File: src/hdl/ptt_pkg.sv
// ----------------------------------------------------------------------------
// ptt_pkg: shared types and constants of the priority task table
// request and response structs, table entry layout, codes and sequencer state
// ----------------------------------------------------------------------------
package ptt_pkg;

  localparam int TASK_SLOTS_DEF = 64;

  localparam int ID_W   = 16;
  localparam int USER_W = 16;
  localparam int PRIO_W = 31;

  // command codes
  localparam logic [1:0] ACT_ADD    = 2'd0;
  localparam logic [1:0] ACT_EDIT   = 2'd1;
  localparam logic [1:0] ACT_REMOVE = 2'd2;
  localparam logic [1:0] ACT_EXEC   = 2'd3;

  // response status codes
  localparam logic [1:0] STAT_OK      = 2'd0;
  localparam logic [1:0] STAT_FULL    = 2'd1;
  localparam logic [1:0] STAT_UNKNOWN = 2'd2;
  localparam logic [1:0] STAT_EMPTY   = 2'd3;

  typedef struct packed {
    logic [1:0]        action;
    logic [ID_W-1:0]   task_id;
    logic [USER_W-1:0] user_id;
    logic [PRIO_W-1:0] priority_req;
  } ptt_req_t;

  typedef struct packed {
    logic [1:0]        status;
    logic [USER_W-1:0] owner;
  } ptt_rsp_t;

  // one table slot as stored in the ram
  typedef struct packed {
    logic              live;
    logic [ID_W-1:0]   task_id;
    logic [USER_W-1:0] user_id;
    logic [PRIO_W-1:0] prio;
  } ptt_entry_t;

  localparam int ENTRY_W = $bits(ptt_entry_t);

  typedef enum logic [2:0] {
    ST_CLEAR,
    ST_IDLE,
    ST_SCAN,
    ST_COMMIT,
    ST_RESP
  } ptt_state_t;

  // sequencer controls toward the datapath
  typedef struct packed {
    logic idle;
    logic clr_wr;
    logic rd_en;
    logic commit;
    logic resp_load;
  } ptt_ctl_t;

  // scan unit hit flags
  typedef struct packed {
    logic match_hit;
    logic free_hit;
    logic best_hit;
  } ptt_hits_t;

endpackage

File: src/hdl/ptt_ram.sv
// ----------------------------------------------------------------------------
// ptt_ram: generic simple dual-port ram
// one write port, one read port with registered read data
// ----------------------------------------------------------------------------
module ptt_ram #(
  parameter int WIDTH = 64,
  parameter int DEPTH = 64
) (
  input  logic                     clk,
  input  logic                     wr_en,
  input  logic [$clog2(DEPTH)-1:0] wr_addr,
  input  logic [WIDTH-1:0]         wr_data,
  input  logic                     rd_en,
  input  logic [$clog2(DEPTH)-1:0] rd_addr,
  output logic [WIDTH-1:0]         rd_data
);

  logic [WIDTH-1:0] mem_r [DEPTH];
  logic [WIDTH-1:0] rd_data_r;

  always_ff @(posedge clk) begin
    if (wr_en) begin
      mem_r[wr_addr] <= wr_data;
    end
    if (rd_en) begin
      rd_data_r <= mem_r[rd_addr];
    end
  end

  assign rd_data = rd_data_r;

endmodule

File: src/hdl/ptt_scan.sv
// ----------------------------------------------------------------------------
// ptt_scan: shared compare unit of the priority task table
// looks at one slot per cycle: id match, first free slot, running maximum
// ----------------------------------------------------------------------------
module ptt_scan
  import ptt_pkg::*;
#(
  parameter int TASK_SLOTS = TASK_SLOTS_DEF
) (
  input  logic                          clk,
  input  logic                          rst_n,
  input  logic                          start,
  input  logic                          sample,
  input  logic [$clog2(TASK_SLOTS)-1:0] idx,
  input  ptt_entry_t                    entry,
  input  logic [ID_W-1:0]               key,
  output ptt_hits_t                     hits,
  output logic [$clog2(TASK_SLOTS)-1:0] match_idx,
  output logic [USER_W-1:0]             match_user,
  output logic [$clog2(TASK_SLOTS)-1:0] free_idx,
  output logic [$clog2(TASK_SLOTS)-1:0] best_idx,
  output logic [USER_W-1:0]             best_user
);

  localparam int AW = $clog2(TASK_SLOTS);

  ptt_hits_t           hits_r, hits_nxt;
  logic [AW-1:0]       match_idx_r, match_idx_nxt;
  logic [USER_W-1:0]   match_user_r, match_user_nxt;
  logic [AW-1:0]       free_idx_r, free_idx_nxt;
  logic [AW-1:0]       best_idx_r, best_idx_nxt;
  logic [USER_W-1:0]   best_user_r, best_user_nxt;
  logic [PRIO_W+ID_W-1:0] best_key_r, best_key_nxt;
  logic                is_better;

  // priority first, larger task id breaks ties
  assign is_better = ({entry.prio, entry.task_id} > best_key_r);

  always_comb begin
    hits_nxt       = hits_r;
    match_idx_nxt  = match_idx_r;
    match_user_nxt = match_user_r;
    free_idx_nxt   = free_idx_r;
    best_idx_nxt   = best_idx_r;
    best_user_nxt  = best_user_r;
    best_key_nxt   = best_key_r;
    if (start) begin
      hits_nxt = '0;
    end else if (sample) begin
      if (entry.live && (entry.task_id == key) && !hits_r.match_hit) begin
        hits_nxt.match_hit = 1'b1;
        match_idx_nxt      = idx;
        match_user_nxt     = entry.user_id;
      end
      if (!entry.live && !hits_r.free_hit) begin
        hits_nxt.free_hit = 1'b1;
        free_idx_nxt      = idx;
      end
      if (entry.live && (!hits_r.best_hit || is_better)) begin
        hits_nxt.best_hit = 1'b1;
        best_idx_nxt      = idx;
        best_user_nxt     = entry.user_id;
        best_key_nxt      = {entry.prio, entry.task_id};
      end
    end
  end

  always_ff @(posedge clk) begin
    if (!rst_n) begin
      hits_r <= '0;
    end else begin
      hits_r <= hits_nxt;
    end
  end

  always_ff @(posedge clk) begin
    match_idx_r  <= match_idx_nxt;
    match_user_r <= match_user_nxt;
    free_idx_r   <= free_idx_nxt;
    best_idx_r   <= best_idx_nxt;
    best_user_r  <= best_user_nxt;
    best_key_r   <= best_key_nxt;
  end

  assign hits       = hits_r;
  assign match_idx  = match_idx_r;
  assign match_user = match_user_r;
  assign free_idx   = free_idx_r;
  assign best_idx   = best_idx_r;
  assign best_user  = best_user_r;

endmodule

File: src/hdl/ptt_seq.sv
// ----------------------------------------------------------------------------
// ptt_seq: sequencer of the priority task table
// clearing pass after reset, slot scan, commit and response hand-off
// ----------------------------------------------------------------------------
module ptt_seq
  import ptt_pkg::*;
#(
  parameter int TASK_SLOTS = TASK_SLOTS_DEF
) (
  input  logic                          clk,
  input  logic                          rst_n,
  input  logic                          in_valid,
  input  logic                          out_free,
  output ptt_ctl_t                      ctl,
  output logic [$clog2(TASK_SLOTS)-1:0] addr,
  output logic                          sample,
  output logic [$clog2(TASK_SLOTS)-1:0] sample_idx
);

  localparam int AW = $clog2(TASK_SLOTS);
  localparam int CW = $clog2(TASK_SLOTS + 1);
  localparam logic [CW-1:0] CNT_LAST = CW'(TASK_SLOTS - 1);
  localparam logic [CW-1:0] CNT_END  = CW'(TASK_SLOTS);

  ptt_state_t    state_r, state_nxt;
  logic [CW-1:0] cnt_r, cnt_nxt;
  logic          rd_vld_r;
  logic [AW-1:0] rd_idx_r;

  // next state
  always_comb begin
    state_nxt = state_r;
    unique case (state_r)
      ST_CLEAR: begin
        if (cnt_r == CNT_LAST) state_nxt = ST_IDLE;
      end
      ST_IDLE: begin
        if (in_valid) state_nxt = ST_SCAN;
      end
      ST_SCAN: begin
        if ((cnt_r == CNT_END) && !rd_vld_r) state_nxt = ST_COMMIT;
      end
      ST_COMMIT: begin
        state_nxt = ST_RESP;
      end
      ST_RESP: begin
        if (out_free) state_nxt = ST_IDLE;
      end
      default: state_nxt = ST_CLEAR;
    endcase
  end

  // slot counter
  always_comb begin
    cnt_nxt = '0;
    if ((state_r == ST_CLEAR) && (cnt_r != CNT_LAST)) begin
      cnt_nxt = cnt_r + 1'b1;
    end else if (state_r == ST_SCAN) begin
      cnt_nxt = (cnt_r == CNT_END) ? cnt_r : cnt_r + 1'b1;
    end
  end

  // outputs
  always_comb begin
    ctl           = '0;
    ctl.idle      = (state_r == ST_IDLE);
    ctl.clr_wr    = (state_r == ST_CLEAR);
    ctl.rd_en     = (state_r == ST_SCAN) && (cnt_r != CNT_END);
    ctl.commit    = (state_r == ST_COMMIT);
    ctl.resp_load = (state_r == ST_RESP) && out_free;
  end

  always_ff @(posedge clk) begin
    if (!rst_n) begin
      state_r  <= ST_CLEAR;
      cnt_r    <= '0;
      rd_vld_r <= 1'b0;
    end else begin
      state_r  <= state_nxt;
      cnt_r    <= cnt_nxt;
      rd_vld_r <= ctl.rd_en;
    end
  end

  always_ff @(posedge clk) begin
    rd_idx_r <= cnt_r[AW-1:0];
  end

  assign addr       = cnt_r[AW-1:0];
  assign sample     = rd_vld_r;
  assign sample_idx = rd_idx_r;

endmodule

File: src/hdl/priority_task_table_top.sv
// ----------------------------------------------------------------------------
// priority_task_table_top: table of live tasks with max-priority execute
// requests: one at a time, accepted only while idle; each runs a slot scan
//   that reads the single table ram read port one slot per cycle
// reset: rst_n synchronous active low; a clearing pass then marks
//   every slot free, no request is accepted meanwhile
// ----------------------------------------------------------------------------
module priority_task_table_top
  import ptt_pkg::*;
#(
  parameter int TASK_SLOTS = TASK_SLOTS_DEF
) (
  input  logic     clk,
  input  logic     rst_n,
  input  logic     in_valid,
  output logic     in_stall,
  input  ptt_req_t in_data,
  output logic     out_valid,
  input  logic     out_stall,
  output ptt_rsp_t out_data
);

  localparam int AW = $clog2(TASK_SLOTS);

  ptt_ctl_t      ctl;
  logic [AW-1:0] seq_addr;
  logic          sample;
  logic [AW-1:0] sample_idx;
  logic          accept;
  logic          out_free;

  // latched request, held for the whole scan
  ptt_req_t      req_r;

  // table ram
  logic          wr_en;
  logic [AW-1:0] wr_addr;
  ptt_entry_t    wr_data;
  ptt_entry_t    rd_data;

  // scan results
  ptt_hits_t         hits;
  logic [AW-1:0]     match_idx;
  logic [USER_W-1:0] match_user;
  logic [AW-1:0]     free_idx;
  logic [AW-1:0]     best_idx;
  logic [USER_W-1:0] best_user;

  // commit decision
  logic          cm_write;
  logic [AW-1:0] cm_idx;
  ptt_entry_t    cm_entry;
  ptt_rsp_t      cm_rsp;

  ptt_rsp_t      rsp_r;
  logic          out_valid_r;
  ptt_rsp_t      out_data_r;

  // requests are taken only while the sequencer sits idle
  assign in_stall = !ctl.idle;
  assign accept   = in_valid && ctl.idle;
  assign out_free = !out_valid_r || !out_stall;

  ptt_seq #(
    .TASK_SLOTS (TASK_SLOTS)
  ) u_seq (
    .clk        (clk),
    .rst_n      (rst_n),
    .in_valid   (in_valid),
    .out_free   (out_free),
    .ctl        (ctl),
    .addr       (seq_addr),
    .sample     (sample),
    .sample_idx (sample_idx)
  );

  always_ff @(posedge clk) begin
    if (accept) begin
      req_r <= in_data;
    end
  end

  // clearing pass writes free slots, commit writes the chosen slot
  assign wr_en   = ctl.clr_wr || (ctl.commit && cm_write);
  assign wr_addr = ctl.clr_wr ? seq_addr : cm_idx;
  assign wr_data = ctl.clr_wr ? ptt_entry_t'('0) : cm_entry;

  ptt_ram #(
    .WIDTH (ENTRY_W),
    .DEPTH (TASK_SLOTS)
  ) u_ram (
    .clk     (clk),
    .wr_en   (wr_en),
    .wr_addr (wr_addr),
    .wr_data (wr_data),
    .rd_en   (ctl.rd_en),
    .rd_addr (seq_addr),
    .rd_data (rd_data)
  );

  // one slot per cycle through the shared compare unit
  ptt_scan #(
    .TASK_SLOTS (TASK_SLOTS)
  ) u_scan (
    .clk        (clk),
    .rst_n      (rst_n),
    .start      (accept),
    .sample     (sample),
    .idx        (sample_idx),
    .entry      (rd_data),
    .key        (req_r.task_id),
    .hits       (hits),
    .match_idx  (match_idx),
    .match_user (match_user),
    .free_idx   (free_idx),
    .best_idx   (best_idx),
    .best_user  (best_user)
  );

  // decide the table update and the response once the scan is done
  always_comb begin
    cm_write = 1'b0;
    cm_idx   = match_idx;
    cm_entry = '0;
    cm_rsp   = '0;
    unique case (req_r.action)
      ACT_ADD: begin
        // an existing id keeps its slot, a new one takes the lowest free slot
        cm_entry = '{live: 1'b1, task_id: req_r.task_id, user_id: req_r.user_id,
                     prio: req_r.priority_req};
        if (hits.match_hit) begin
          cm_write = 1'b1;
        end else if (hits.free_hit) begin
          cm_write = 1'b1;
          cm_idx   = free_idx;
        end else begin
          cm_rsp.status = STAT_FULL;
        end
      end
      ACT_EDIT: begin
        cm_entry = '{live: 1'b1, task_id: req_r.task_id, user_id: match_user,
                     prio: req_r.priority_req};
        if (hits.match_hit) begin
          cm_write = 1'b1;
        end else begin
          cm_rsp.status = STAT_UNKNOWN;
        end
      end
      ACT_REMOVE: begin
        // a cleared live bit frees the slot
        if (hits.match_hit) begin
          cm_write = 1'b1;
        end else begin
          cm_rsp.status = STAT_UNKNOWN;
        end
      end
      ACT_EXEC: begin
        cm_idx = best_idx;
        if (hits.best_hit) begin
          cm_write     = 1'b1;
          cm_rsp.owner = best_user;
        end else begin
          cm_rsp.status = STAT_EMPTY;
        end
      end
      default: begin
        cm_write = 1'b0;
      end
    endcase
  end

  always_ff @(posedge clk) begin
    if (ctl.commit) begin
      rsp_r <= cm_rsp;
    end
  end

  // output register, loaded when free or being drained this cycle
  always_ff @(posedge clk) begin
    if (!rst_n) begin
      out_valid_r <= 1'b0;
    end else if (ctl.resp_load) begin
      out_valid_r <= 1'b1;
    end else if (!out_stall) begin
      out_valid_r <= 1'b0;
    end
  end

  always_ff @(posedge clk) begin
    if (ctl.resp_load) begin
      out_data_r <= rsp_r;
    end
  end

  assign out_valid = out_valid_r;
  assign out_data  = out_data_r;

endmodule
File: config.mk
export PLATFORM = sky130hd
export DESIGN_NAME = priority_task_table_top
export DESIGN_NICKNAME = d
export VERILOG_FILES = /design/src/hdl/ptt_pkg.sv /design/src/hdl/ptt_ram.sv /design/src/hdl/ptt_scan.sv /design/src/hdl/ptt_seq.sv /design/src/hdl/priority_task_table_top.sv
export SDC_FILE = /design/constraint.sdc
export NUM_CORES = 2
export LEC_CHECK = 0
export BUFFER_PORTS_ARGS = -buffer_cell sky130_fd_sc_hd__buf_4
export CAP_MARGIN = 30
export CORE_MARGIN = 10
export CORE_UTILIZATION = 30
export CTS_BUF_LIST = sky130_fd_sc_hd__clkbuf_16
export DETAILED_ROUTE_END_ITERATION = 8
export PLACE_DENSITY = 0.43
export SYNTH_ARGS = -nofsm -noshare
export SYNTH_HDL_FRONTEND = slang
export SYNTH_SLANG_ARGS = --single-unit
export TNS_END_PERCENT = 10
File: constraint.sdc
create_clock -name clk -period 12.7 [get_ports clk]
set_input_delay 1.905 -clock clk [delete_from_list [all_inputs] [get_ports clk]]
set_output_delay 1.905 -clock clk [all_outputs]
set_load 0.02 [all_outputs]
==> results.yml <==
status:
  outcome: "completed"
detailed_routing:
  drc_errors: 0
  ant_nets: 0
  routedWlPerCell_um: 36.5
  drtIter0Drc: 10183
  viasPerCell: 5.23
  vias: 81859
  dr.pass1.iters: 5
  wl_um: 570000
grt:
  track_usage_pct: 18.8
  grt_pass1_wl_um: 760000
  overflow: 0
  grt_max_degree: 89
  antenna_found_initial: 72
  grt_pass1_vias: 83040
sta:
  fin_tns_setup_ns: 0
  fmax_ghz: 0.179
  clock_skew_ns: 0.0803
  tightest_slew_ns: 1.14
  period_needed_ns: 5.59
  fin_crit_sh_pct: 44.0
  finalSetupViolations: 0
  hold_viol_final: 0
  slew_violations: 0
  relSlewSlack_pct: 24.3
  rsz0062_at_grt: "false"
synthesis:
  yosysSeqAreaShare_pct: 78.6
  synth_area_um2: 167000
  yosysTopAreaCellShare_pct: 78.3
  synth_area_leaders: "edfxtp_1, mux4_2, mux2i_1"
  syn_avg_cell_area_um2: 23.2
  synthArstFlopShare_pct: 0
  yosysWarnings: 0
  synth-seq-cells: 4379
  synth_area_leader_cell: "edfxtp_1"
  synth_cells: 7193
  yosys_most_used_dff: "edfxtp_1"
  ys_types: 60
  syn_nets: 7314
  synth-edff-count: 4358
power:
  power.total_mw: 31.0
  vdd_drop_max_mv: 0.124
  power.density_nw_per_um2: 159
  p_leak_nw: 56.9
placed_design:
  gp_congestion: 0.786
  hpwl_um: 339000
  dp.cells: 14726
  place_area_um2: 179000
  io_buffers: 88
finish:
  design_area_um2: 195000
  drive_gt1_share_pct: 30.0
  fillers: 51466
  nNetsFinal: 7870
  seqCellArea_um2: 131000
  finish.utilization_pct: 35.0
  fin_cells: 15639
  area_growth_pct: 16.5
  multi_input_area_um2: 34400
setup_path:
  worst_setup_path_end_kind: "register"
  crit_type: "register to register"
  cp_data_required_time_ns: 13.33
  cp_data_arrival_time_ns: 6.22
  cp_max_fo: 32
  r2r_setup_slack_ns: 7.11
  r2r_start: "u_seq.state_r[2]"
  crit_path_start_kind: "register"
  worstRegToRegCells: 9
  reg2reg_to: "u_ram.mem_r[43][12]"
die:
  die_h_um: 766
  die_width_um: 766
  die_area_um2: 587000
  core_um2: 556000
  fp-row-count: 274
  initial_core_util_pct: 30.1
  io_pins: 89
worst_hold_path:
  worstHoldEndpoint: "out_data[13]"
  holdPathStages: 0
  hold_class: "register to register"
  hold_start: "rsp_r[13]"
clock_tree:
  htreeDepth: 5
  tritoncts: "done"
  cts_setup_buffers: 0
  cts_resized: 0
  clkTransAtPathRegs_ns: 0.06
  worst_skew_pair.late_latency_ns: 1.04
  clock_sink_count: 4379
  root_buffer: "clkbuf_16"
  cts_buffers: 470
  cts_hold_buf: 0
  clk_path_buf_depth: 4
run:
  drv_cap: 0
-- metrics by stage --
step | setup slack [ns] | hold slack (ns)
2_1_floorplan | 5.69 | 0.329
3_3_place_gp | 6.83 | 0.421
3_5_place_dp | 7.12 | 0.405
4_1_cts | 7.10 | 0.432
5_1_grt | 6.95 | 0.438
6_report | 7.11 | 0.429
-- Yosys cell counts, types with 10 or more instances --
library cell and n:
a21oi_1 99, xor2_1 15, a2111oi_0 12, clkbuf_1 93
mux2_2 44, buf_4 96, mux2i_1 207, a211oi_1 31
and3_1 25, nor3_1 23, edfxtp_1 4358, and2_1 65
inv_1 59, o221ai_1 10, nor2_1 159, buf_1 27
a22o_1 14, o22ai_1 77, a221oi_1 27, buf_2 142
a22oi_1 40, nand2_1 153, o21ai_0 61, buf_6 14
nor4_1 10, nand4_1 14, ha_1 52, nand3_1 23
nor2b_1 19, mux4_2 1103, dfxtp_1 21
-- routing by layer --
metal	wire [um]	track usage [%]	vias to the layer above
li1	-	-	31835
met4	14700	4.44	6
met3	40100	3.37	645
met2	272000	30.6	3250
met1	243000	26.2	46123
met5	39	0	-
-- area by class of cell --
cell class | instances | area share (%)
clock inverter | 405 | 1.73
tap | 7452 | 4.79
antenna | 30 | 0.0385
multi-input combinational | 2381 | 17.7
timing repair buffer | 457 | 2.14
clock buffer | 475 | 6.10
inverter | 60 | 0.117
sequential | 4379 | 67.4
-- flip-flops by register name (all words and copies together), names as in the netlist, 6 cells and up --
register and count:
u_ram.mem_r 4096, req_r 65, u_ram.rd_data 64, u_scan.best_key_r 47, out_data 18, rsp_r 18, u_scan.best_user 16, u_scan.match_user 16
u_seq.cnt_r 7, u_scan.best_idx 6, u_scan.free_idx 6, u_scan.match_idx 6, u_seq.sample_idx 6
-- worst max path at each step --
| stage | slack (ns) | startpoint | cells past startpoint | to |
|---|---|---|---|---|
| floorplan | 5.69 | in_valid | 5 | u_scan.best_idx[0] |
| global placement | 6.83 | u_ram.rd_data[9] | 8 | u_scan.best_key_r[28] |
| detailed placement | 7.12 | u_seq.state_r[2] | 9 | u_ram.mem_r[43][53] |
| CTS | 7.10 | u_seq.state_r[2] | 9 | u_ram.mem_r[43][36] |
| global route | 6.95 | u_seq.cnt_r[0] | 9 | u_ram.rd_data[10] |
| finish | 7.11 | u_seq.state_r[2] | 9 | u_ram.mem_r[43][12] |
-- cells in the final DEF, fill, tap and decap left out, drive strengths merged, types with 7 or more instances in the layout --
| cell | instances |
|---|---|
| mux2i | 207 |
| clkbuf | 475 |
| edfxtp | 4358 |
| clkinv | 236 |
| xor2 | 15 |
| buf | 457 |
| ha | 52 |
| o22ai | 77 |
| inv | 168 |
| nand4 | 14 |
| dfxtp | 21 |
| and2 | 65 |
| a221oi | 27 |
| nand3 | 23 |
| a22o | 14 |
| o21ai | 65 |
| bufinv | 48 |
| a21oi | 99 |
| nor4 | 10 |
| a2111oi | 12 |
| a211oi | 31 |
| nor2 | 159 |
| nor2b | 19 |
| and3 | 25 |
| o221ai | 10 |
| clkinvlp | 13 |
| a22oi | 40 |
| nand2b | 9 |
| nor3 | 23 |
| diode | 30 |
| or3 | 8 |
| mux2 | 44 |
| mux4 | 1103 |
| a31oi | 7 |
| nand2 | 154 |
-- power breakdown --
group | internal [mW] | switching [mW] | leakage, nW
Clock | 7.75 | 5.86 | 7.86
Combinational | 0.659 | 0.925 | 11.7
Sequential | 15.8 | 0.0260 | 37.3
-- kinds of logic (layout without fill, tap and decap cells) --
| group | count (synthesis) | count (layout) | synth area share [%] |
|---|---|---|---|
| compound gates | 429 | 429 | 1.70 |
| simple gates | 527 | 527 | 1.48 |
| buf+inv | 433 | 1397 | 1.36 |
| mux | 1354 | 1354 | 16.4 |
| fa+ha+maj | 52 | 52 | 0.389 |
| xor+xnor | 19 | 19 | 0.0996 |
| other cells | 0 | 30 | 0 |
| flops | 4379 | 4379 | 78.6 |
-- worst max-delay path, stage by stage (launching register included) --
cell	delay, ns
dfxtp_1	0.41
nor3_2	0.29
buf_4	0.32
buf_4	0.48
a221oi_1	0.13
nor3_1	0.48
nand3_1	0.71
nor2_4	1.05
buf_4	0.56
buf_4	0.68
No activity file was read; power rests on OpenSTA's default activity.
